===== config.mk =====
export PLATFORM = sky130hd
export DESIGN_NAME = virtual_timer_multiplexer_top
export DESIGN_NICKNAME = d
export VERILOG_FILES = /design/src/design/vtm_pkg.sv /design/src/design/vtm_slot_mem.sv /design/src/design/vtm_core.sv /design/src/design/virtual_timer_multiplexer_top.sv
export SDC_FILE = /design/constraint.sdc
export NUM_CORES = 1
export LEC_CHECK = 0
export ABC_AREA = 1
export BUFFER_PORTS_ARGS = -buffer_cell sky130_fd_sc_hd__buf_4
export CELL_PAD_IN_SITES_DETAIL_PLACEMENT = 1
export CELL_PAD_IN_SITES_GLOBAL_PLACEMENT = 1
export CORE_AREA = 2 2 393 297
export DETAILED_ROUTE_END_ITERATION = 16
export DIE_AREA = 0 0 395 299
export GPL_ROUTABILITY_DRIVEN = 0
export HOLD_SLACK_MARGIN = 0.1
export PLACE_DENSITY_LB_ADDON = 0.08
export SETUP_SLACK_MARGIN = 0.5
export SLEW_MARGIN = 0
export SYNTH_ARGS = -nofsm -noshare
export SYNTH_HDL_FRONTEND = slang
export SYNTH_SLANG_ARGS = --single-unit

===== constraint.sdc =====
create_clock -name clk_i -period 5.9 [get_ports clk_i]
set_input_delay 0.295 -clock clk_i [delete_from_list [all_inputs] [get_ports clk_i]]
set_output_delay 0.295 -clock clk_i [all_outputs]
set_load 0.01 [all_outputs]

===== src/design/vtm_pkg.sv =====
package vtm_pkg;

  localparam int unsigned NUM_SLOTS   = 16;
  localparam int unsigned MAX_RESULTS = 16;
  localparam int unsigned IDX_W       = $clog2(NUM_SLOTS);
  localparam int unsigned CNT_W       = $clog2(MAX_RESULTS + 1);
  localparam int unsigned ID_W        = 4;
  localparam int unsigned TIME_W      = 32;

  typedef enum logic [1:0] {
    F_TICK   = 2'd0,
    F_START  = 2'd1,
    F_CANCEL = 2'd2
  } func_e;

  typedef enum logic [1:0] {
    K_FIRE   = 2'd0,
    K_START  = 2'd1,
    K_CANCEL = 2'd2
  } kind_e;

  typedef enum logic [1:0] {
    ST_OK         = 2'd0,
    ST_NO_SLOT    = 2'd1,
    ST_ZERO_DELAY = 2'd2,
    ST_NOT_ACTIVE = 2'd3
  } status_e;

  typedef struct packed {
    func_e              func;
    logic [TIME_W-1:0]  delay;
    logic               repeat_req;
    logic [ID_W-1:0]    slot;
  } req_t;

  typedef struct packed {
    kind_e              kind;
    logic [ID_W-1:0]    slot_id;
    status_e            status;
    logic               last;
  } res_t;

  typedef struct packed {
    logic               repeating;
    logic [TIME_W-1:0]  period;
    logic [TIME_W-1:0]  expiry;
  } slot_entry_t;

  typedef struct packed {
    logic               we;
    logic [IDX_W-1:0]   addr;
    slot_entry_t        data;
  } mem_wr_t;

endpackage


===== src/design/vtm_slot_mem.sv =====
module vtm_slot_mem
  import vtm_pkg::*;
(
  input  logic             clk_i,
  input  mem_wr_t          wr_i,
  input  logic [IDX_W-1:0] raddr_i,
  output slot_entry_t      rdata_o
);

  slot_entry_t mem_q [NUM_SLOTS];
  slot_entry_t rdata_q;

  always_ff @(posedge clk_i) begin
    if (wr_i.we) begin
      mem_q[wr_i.addr] <= wr_i.data;
    end
    rdata_q <= mem_q[raddr_i];
  end

  assign rdata_o = rdata_q;

endmodule


===== src/design/vtm_core.sv =====
module vtm_core
  import vtm_pkg::*;
(
  input  logic             clk_i,
  input  logic             rst_ni,
  input  logic             start,
  input  req_t             req_i,
  output logic             busy,
  output logic             res_valid_o,
  output res_t             res_o,
  output mem_wr_t          mem_wr_o,
  output logic [IDX_W-1:0] mem_raddr_o,
  input  slot_entry_t      mem_rdata_i
);

  typedef enum logic [2:0] {
    S_IDLE,
    S_START,
    S_TICK,
    S_DRAIN,
    S_FLUSH
  } state_e;

  localparam logic [IDX_W-1:0] LastIdx = IDX_W'(NUM_SLOTS - 1);

  state_e             state_q, state_d;
  logic [IDX_W-1:0]   idx_q, idx_d;
  logic               ev_v_q, ev_v_d;
  logic [IDX_W-1:0]   ev_idx_q, ev_idx_d;
  logic               pend_v_q, pend_v_d;
  logic [IDX_W-1:0]   pend_idx_q, pend_idx_d;
  logic [CNT_W-1:0]   n_q, n_d;
  logic [TIME_W-1:0]  now_q, now_d;
  logic [NUM_SLOTS-1:0] active_q, active_d;
  logic [TIME_W-1:0]  delay_q, delay_d;
  logic               rep_q, rep_d;
  logic               res_valid_q, res_valid_d;
  res_t               res_q, res_d;

  logic [TIME_W-1:0]  add_a, add_b, sum;
  logic               hit;
  mem_wr_t            mem_wr;

  // shared adder: counter step, start expiry, reload
  always_comb begin
    unique case (state_q)
      S_IDLE: begin
        add_a = now_q;
        add_b = TIME_W'(1);
      end
      S_START: begin
        add_a = now_q;
        add_b = delay_q;
      end
      default: begin
        add_a = mem_rdata_i.expiry;
        add_b = mem_rdata_i.period;
      end
    endcase
  end

  assign sum = add_a + add_b;
  assign hit = ev_v_q && active_q[ev_idx_q] && (mem_rdata_i.expiry == now_q);

  always_comb begin
    state_d     = state_q;
    idx_d       = idx_q;
    ev_v_d      = ev_v_q;
    ev_idx_d    = ev_idx_q;
    pend_v_d    = pend_v_q;
    pend_idx_d  = pend_idx_q;
    n_d         = n_q;
    now_d       = now_q;
    active_d    = active_q;
    delay_d     = delay_q;
    rep_d       = rep_q;
    res_valid_d = 1'b0;
    res_d       = res_q;
    mem_wr      = '0;

    unique case (state_q)
      S_IDLE: begin
        if (start) begin
          delay_d = req_i.delay;
          rep_d   = req_i.repeat_req;
          unique case (req_i.func)
            F_TICK: begin
              now_d    = sum;
              idx_d    = '0;
              ev_v_d   = 1'b0;
              pend_v_d = 1'b0;
              n_d      = '0;
              state_d  = S_TICK;
            end
            F_START: begin
              if (req_i.delay == '0) begin
                res_valid_d = 1'b1;
                res_d       = '{kind: K_START, slot_id: '0, status: ST_ZERO_DELAY,
                                last: 1'b1};
              end else begin
                idx_d   = '0;
                state_d = S_START;
              end
            end
            F_CANCEL: begin
              res_valid_d = 1'b1;
              if ((32'(req_i.slot) < NUM_SLOTS) && active_q[IDX_W'(req_i.slot)]) begin
                active_d[IDX_W'(req_i.slot)] = 1'b0;
                res_d = '{kind: K_CANCEL, slot_id: req_i.slot, status: ST_OK, last: 1'b1};
              end else begin
                res_d = '{kind: K_CANCEL, slot_id: req_i.slot, status: ST_NOT_ACTIVE,
                          last: 1'b1};
              end
            end
            default: ;
          endcase
        end
      end
      S_START: begin
        if (!active_q[idx_q]) begin
          mem_wr.we             = 1'b1;
          mem_wr.addr           = idx_q;
          mem_wr.data.repeating = rep_q;
          mem_wr.data.period    = delay_q;
          mem_wr.data.expiry    = sum;
          active_d[idx_q]       = 1'b1;
          res_valid_d           = 1'b1;
          res_d   = '{kind: K_START, slot_id: ID_W'(idx_q), status: ST_OK, last: 1'b1};
          state_d = S_IDLE;
        end else if (idx_q == LastIdx) begin
          res_valid_d = 1'b1;
          res_d   = '{kind: K_START, slot_id: '0, status: ST_NO_SLOT, last: 1'b1};
          state_d = S_IDLE;
        end else begin
          idx_d = idx_q + IDX_W'(1);
        end
      end
      S_TICK, S_DRAIN: begin
        if (hit) begin
          if (mem_rdata_i.repeating) begin
            mem_wr.we          = 1'b1;
            mem_wr.addr        = ev_idx_q;
            mem_wr.data        = mem_rdata_i;
            mem_wr.data.expiry = sum;
          end else begin
            active_d[ev_idx_q] = 1'b0;
          end
          if (n_q < CNT_W'(MAX_RESULTS)) begin
            if (pend_v_q) begin
              res_valid_d = 1'b1;
              res_d = '{kind: K_FIRE, slot_id: ID_W'(pend_idx_q), status: ST_OK,
                        last: 1'b0};
            end
            pend_v_d   = 1'b1;
            pend_idx_d = ev_idx_q;
            n_d        = n_q + CNT_W'(1);
          end
        end
        if (state_q == S_TICK) begin
          ev_v_d   = 1'b1;
          ev_idx_d = idx_q;
          if (idx_q == LastIdx) begin
            state_d = S_DRAIN;
          end else begin
            idx_d = idx_q + IDX_W'(1);
          end
        end else begin
          ev_v_d  = 1'b0;
          state_d = S_FLUSH;
        end
      end
      S_FLUSH: begin
        if (pend_v_q) begin
          res_valid_d = 1'b1;
          res_d = '{kind: K_FIRE, slot_id: ID_W'(pend_idx_q), status: ST_OK, last: 1'b1};
        end
        pend_v_d = 1'b0;
        state_d  = S_IDLE;
      end
      default: state_d = S_IDLE;
    endcase
  end

  always_ff @(posedge clk_i or negedge rst_ni) begin
    if (!rst_ni) begin
      state_q     <= S_IDLE;
      idx_q       <= '0;
      ev_v_q      <= 1'b0;
      ev_idx_q    <= '0;
      pend_v_q    <= 1'b0;
      pend_idx_q  <= '0;
      n_q         <= '0;
      now_q       <= '0;
      active_q    <= '0;
      delay_q     <= '0;
      rep_q       <= 1'b0;
      res_valid_q <= 1'b0;
      res_q       <= '0;
    end else begin
      state_q     <= state_d;
      idx_q       <= idx_d;
      ev_v_q      <= ev_v_d;
      ev_idx_q    <= ev_idx_d;
      pend_v_q    <= pend_v_d;
      pend_idx_q  <= pend_idx_d;
      n_q         <= n_d;
      now_q       <= now_d;
      active_q    <= active_d;
      delay_q     <= delay_d;
      rep_q       <= rep_d;
      res_valid_q <= res_valid_d;
      res_q       <= res_d;
    end
  end

  assign busy        = (state_q != S_IDLE);
  assign res_valid_o = res_valid_q;
  assign res_o       = res_q;
  assign mem_wr_o    = mem_wr;
  assign mem_raddr_o = idx_q;

`ifndef NO_ASSERTIONS
  a_fire_ok : assert property (@(posedge clk_i) disable iff (!rst_ni)
    res_valid_o && (res_o.kind == K_FIRE) |-> res_o.status == ST_OK)
    else $error("fire result with bad status");

  a_flush_idle : assert property (@(posedge clk_i) disable iff (!rst_ni)
    state_q == S_FLUSH |=> state_q == S_IDLE)
    else $error("flush did not return to idle");

  a_eval_in_scan : assert property (@(posedge clk_i) disable iff (!rst_ni)
    ev_v_q |-> (state_q == S_TICK) || (state_q == S_DRAIN))
    else $error("slot evaluation outside scan");

  a_start_claims : assert property (@(posedge clk_i) disable iff (!rst_ni)
    (state_q == S_START) && !active_q[idx_q] |=>
      active_q[$past(idx_q)] && (state_q == S_IDLE))
    else $error("start did not claim free slot");
`endif

endmodule


===== src/design/virtual_timer_multiplexer_top.sv =====
// virtual timer multiplexer: up to NUM_SLOTS virtual timers on one 32-bit counter
// request channel: a request is taken when start is high and busy is low;
//   req_i.func selects tick, start timer or cancel timer
// result channel: res_valid_o marks a result on res_o for exactly one cycle;
//   res_o.last flags the final result of a request; the receiver cannot stall
// cancel and a zero-delay start: busy stays low, the answer appears the next cycle
// start: lowest free slot is searched one slot per cycle; the answer appears
//   in the same cycle as busy falls
// tick: counter steps at acceptance, then the slot table is scanned one slot a
//   cycle through the shared adder and comparator; fire results emerge lowest
//   slot first during the scan, the final one in the same cycle as busy falls;
//   nothing expiring gives no result
// a func value of 3 is ignored
// reset clears the counter, all slot active bits and the sequencer; the slot
//   table itself holds no reset value and is only read for active slots
module virtual_timer_multiplexer_top
  import vtm_pkg::*;
(
  input  logic clk_i,
  input  logic rst_ni,
  input  logic start,
  input  req_t req_i,
  output logic busy,
  output logic res_valid_o,
  output res_t res_o
);

  mem_wr_t          mem_wr;
  logic [IDX_W-1:0] mem_raddr;
  slot_entry_t      mem_rdata;

  vtm_core u_core (
    .clk_i       (clk_i),
    .rst_ni      (rst_ni),
    .start       (start),
    .req_i       (req_i),
    .busy        (busy),
    .res_valid_o (res_valid_o),
    .res_o       (res_o),
    .mem_wr_o    (mem_wr),
    .mem_raddr_o (mem_raddr),
    .mem_rdata_i (mem_rdata)
  );

  vtm_slot_mem u_slot_mem (
    .clk_i   (clk_i),
    .wr_i    (mem_wr),
    .raddr_i (mem_raddr),
    .rdata_o (mem_rdata)
  );

endmodule

==> results.cfg <==
[global_routing]
overflow = 0
grt_pass1_wl_mm = 241
antenna_found_initial = 3
grt_pass1_vias = 36038
track_usage_pct = 27.3
grt_max_degree = 183

[sta]
setup_viol = 0
fmax_mhz = 212
fin_crit_ps = 4710
tns_ps = 0
worst_slew_pin_slew_ps = 1310
fin_crit_sh_pct = 79.8
slew_violations = 0
hold_viol = 0
relSlewSlack_pct = 12.9
rsz0062_at_grt = false
fin_skew_ps = 63.4

[clock_tree]
cts_buffers = 120
cts.repair.resized = 0
path_clk_slew_ps = 60
cts_buffer_depth = 3
cts-root-buf = clkbuf_16
h-tree-depth = 3
cts_tree = yes
cts.sinks = 1218
clock_latency_ps = 770

[synthesis]
ys_top_cells_by_area = edfxtp_1, o21ai_0, nand2_1
synth_nets = 4633
synth_xor_area_share_pct = 0.549
ys_ff_latch = 1218
synth_commonest_cells = edfxtp_1, nand2_1, o21ai_0
yosysWarnings = 0
synthCells = 4551
synth-edff-count = 1040
netlist-cell-type-count = 47
synthArstFlopShare_pct = 9.28
synth_top_family_by_area = simple AND/OR/NAND/NOR gates
synth.most_common_cell = edfxtp_1
synth_fa_ha_area_share_pct = 0.994
seq_area_frac_synth_pct = 69.2
synthMuxAreaShare_pct = 0
synth.avg_cell_area_um2 = 11.2
synthFlopType = edfxtp_1
netlist.top_cell.by_area = edfxtp_1
synth_area_mm2 = 0.0511
synthSimpleGateAreaFrac_pct = 13.7
synth_compound_area_share_pct = 11.8
synth_top_area_share_pct = 61.1

[worst_setup_path]
worstPathArrival_ps = 5080
r2r_end = u_slot_mem.mem_q[14][30]
worstReg2RegStart = u_core.state_q[2]
startpoint = u_core.state_q[2]
crit_path_end = u_slot_mem.mem_q[14][30]
r2r_cells = 19
rrSetupSlack_ps = 1190
cp.required_ps = 6270
worstPathMaxFanout = 16
startpoint_type = flip-flop
criticalPathCategory = reg -> reg
cp-end-kind = flip-flop

[cells_and_area]
drive_above_1_share_pct = 8.84
antenna_cells = 0
utilization_pct = 50.5
nNetsFinal = 4680
synthToLayoutAreaGrowth_pct = 13.3

[die]
core-area_mm2 = 0.115
initial_utilization_pct = 44.5
boundaryPins = 53
dieHeight_um = 299
fp.dieArea_mm2 = 0.118
die_x_um = 395
rows = 108

[pwr]
power_density_mw_per_mm2 = 505
p_sw_share_pct = 39.5
ir_worst_vdd_mv = 0.365
p_clk_share_pct = 26.9
p_sw_w = 0.0115
power_frac_seq_pct = 38.0
p_leak_nw = 20.7
internal-power_w = 0.0177
p_comb_share_pct = 35.1

[detailed_routing]
via_count = 36274
viasPerCell = 5.81
drt_pass1_iterations = 6
postRouteAntennaNets = 0
drtIter0Drc = 3330
drc_errors = 0
drt_wl_total_mm = 163
wl_per_cell_um = 26.0

[hold_path]
hp-class = in -> reg

[placed_design]
portBuffers = 52
dp_hpwl_mm = 89.4

[outcome]
status = finished clean

[run]
maxCapViolCount = 0
==> layer usage <==
| layer | vias to the layer above | track usage [%] | part of all wire (%) | routed length, um |
|---|---|---|---|---|
| met5 | - | 0 | 0.0086 | 14 |
| met2 | 1100 | 41.5 | 44 | 71900 |
| li1 | 16335 | - | - | - |
| met4 | 2 | 7.86 | 2.7 | 4440 |
| met1 | 18594 | 40.7 | 47 | 76400 |
| met3 | 243 | 4.06 | 6.0 | 9800 |
==> cell usage in the layout (no fill, tap or decap), types with 5 or more instances in the layout <==
cell / synthesis / layout
xor2_1: 11 / 11
a21oi_1: 44 / 44
o21ai_0: 675 / 675
nand2_1: 807 / 806
buf_12: 0 / 14
o211ai_1: 13 / 13
inv_1: 187 / 186
dfxtp_1: 65 / 65
edfxtp_1: 1040 / 1040
o32ai_2: 0 / 12
clkinv_1: 0 / 6
nor3_1: 16 / 16
ha_1: 39 / 39
o2111ai_1: 5 / 5
nand2_2: 6 / 7
xnor2_1: 21 / 21
nor2_8: 5 / 5
bufinv_16: 0 / 8
clkbuf_1: 202 / 37
nor2_2: 5 / 5
clkbuf_16: 0 / 120
o31ai_1: 8 / 8
clkbuf_8: 0 / 23
o22ai_1: 268 / 268
dfrtp_1: 113 / 111
inv_2: 22 / 20
nand4_1: 116 / 116
dlygate4sd3_1: 0 / 46
o32ai_1: 31 / 19
o21ai_1: 31 / 31
clkinv_2: 0 / 23
nor2_4: 7 / 26
nand3b_1: 5 / 5
o21a_1: 5 / 5
buf_4: 8 / 122
nor2_1: 661 / 642
nand3_1: 60 / 60
==> worst min path at each step <==
stage          startpoint            endpoint  slack [ps]  depth (start not counted)
4_1_cts         req_i[35]  u_core.delay_q[30]         350                          4
5_1_grt         req_i[15]  u_core.delay_q[10]         400                          4
2_1_floorplan      rst_ni  u_core.active_q[0]        -0.6                          0
3_5_place_dp       rst_ni    u_core.now_q[17]         340                          1
6_report        req_i[35]  u_core.delay_q[30]         400                          4
3_3_place_gp       rst_ni    u_core.now_q[17]         340                          1
==> sequential cells by signal (all words and copies together) (netlist names) <==
register            flops
u_core.state_q          3
u_core.mem_raddr_o      4
u_core.active_q        16
u_core.n_q              5
u_core.delay_q         32
u_core.res_o            9
u_core.res_valid_o      1
u_core.ev_v_q           1
u_slot_mem.rdata_o     65
u_core.pend_idx_q       4
u_core.rep_q            1
u_core.ev_idx_q         4
u_slot_mem.mem_q     1040
u_core.now_q           32
u_core.pend_v_q         1
==> worst max-delay path: stages (launching register included) <==
cell     delay [ps]
dfrtp_1         560
nor2_4          230
nand2_2         220
o22ai_1         520
inv_1           100
ha_1            300
fa_1            460
nand2_1         110
o21ai_1         140
nand2_1         100
nand2_1          90
nand2_1          80
nand2_1         120
nand2_1          90
nand2_1         130
nand2_1         120
nand2_1          50
nand2_1          80
nand2_1         110
nor2_1          750
==> power groups by stage <==
stage | sequential, W | combinational (W) | clock, W
final | 0.0111 | 0.0103 | 0.00785
after global routing | 0.0112 | 0.0113 | 0.00829
after CTS | 0.0111 | 0.0102 | 0.00798
after detailed placement | 0.0113 | 0.0101 | 0
after global placement | 0.0113 | 0.0100 | 0
after floorplan | 0.0109 | 0.00677 | 0
==> through the flow <==
| stage | power, W | area, um^2 | setup WS, ps | cells | hold slack, ps |
|---|---|---|---|---|---|
| 3_3_place_gp | 0.0213 | 53400 | 1320 | 5969 | 337 |
| 2_1_floorplan | 0.0177 | 51100 | 1090 | 4551 | -0.591 |
| 3_5_place_dp | 0.0214 | 53400 | 1240 | 5969 | 337 |
| 5_1_grt | 0.0308 | 57900 | 704 | 6246 | 402 |
| 6_report | 0.0292 | 57900 | 1190 | 6246 | 396 |
| 4_1_cts | 0.0293 | 57900 | 1260 | 6245 | 349 |
==> cell families after synthesis <==
group / after synthesis
AO/OA/AOI/OAI: 1092
AND/OR/NAND/NOR: 1701
buffers and inverters: 468
adder cells (fa/ha/maj): 40
flip-flops: 1218
XOR/XNOR: 32
==> layout make-up <==
cell class,instances,area [um^2]
Inverter,209,802
Fill cell,12035,56800
Tap cell,1540,1930
Clock inverter,50,594
Multi-Input combinational cell,2865,14100
Sequential cell,1218,35400
Timing Repair Buffer,184,1680
Clock buffer,180,3460
==> repair_timing <==
item / 4_1_cts / 5_1_grt
hold endpoints to repair: 96 / 0
hold buffers: 46 / 0
endpoints found under the setup margin: 0 / 0
setup buffers: 0 / 0
No activity file was read; power rests on OpenSTA's default activity.
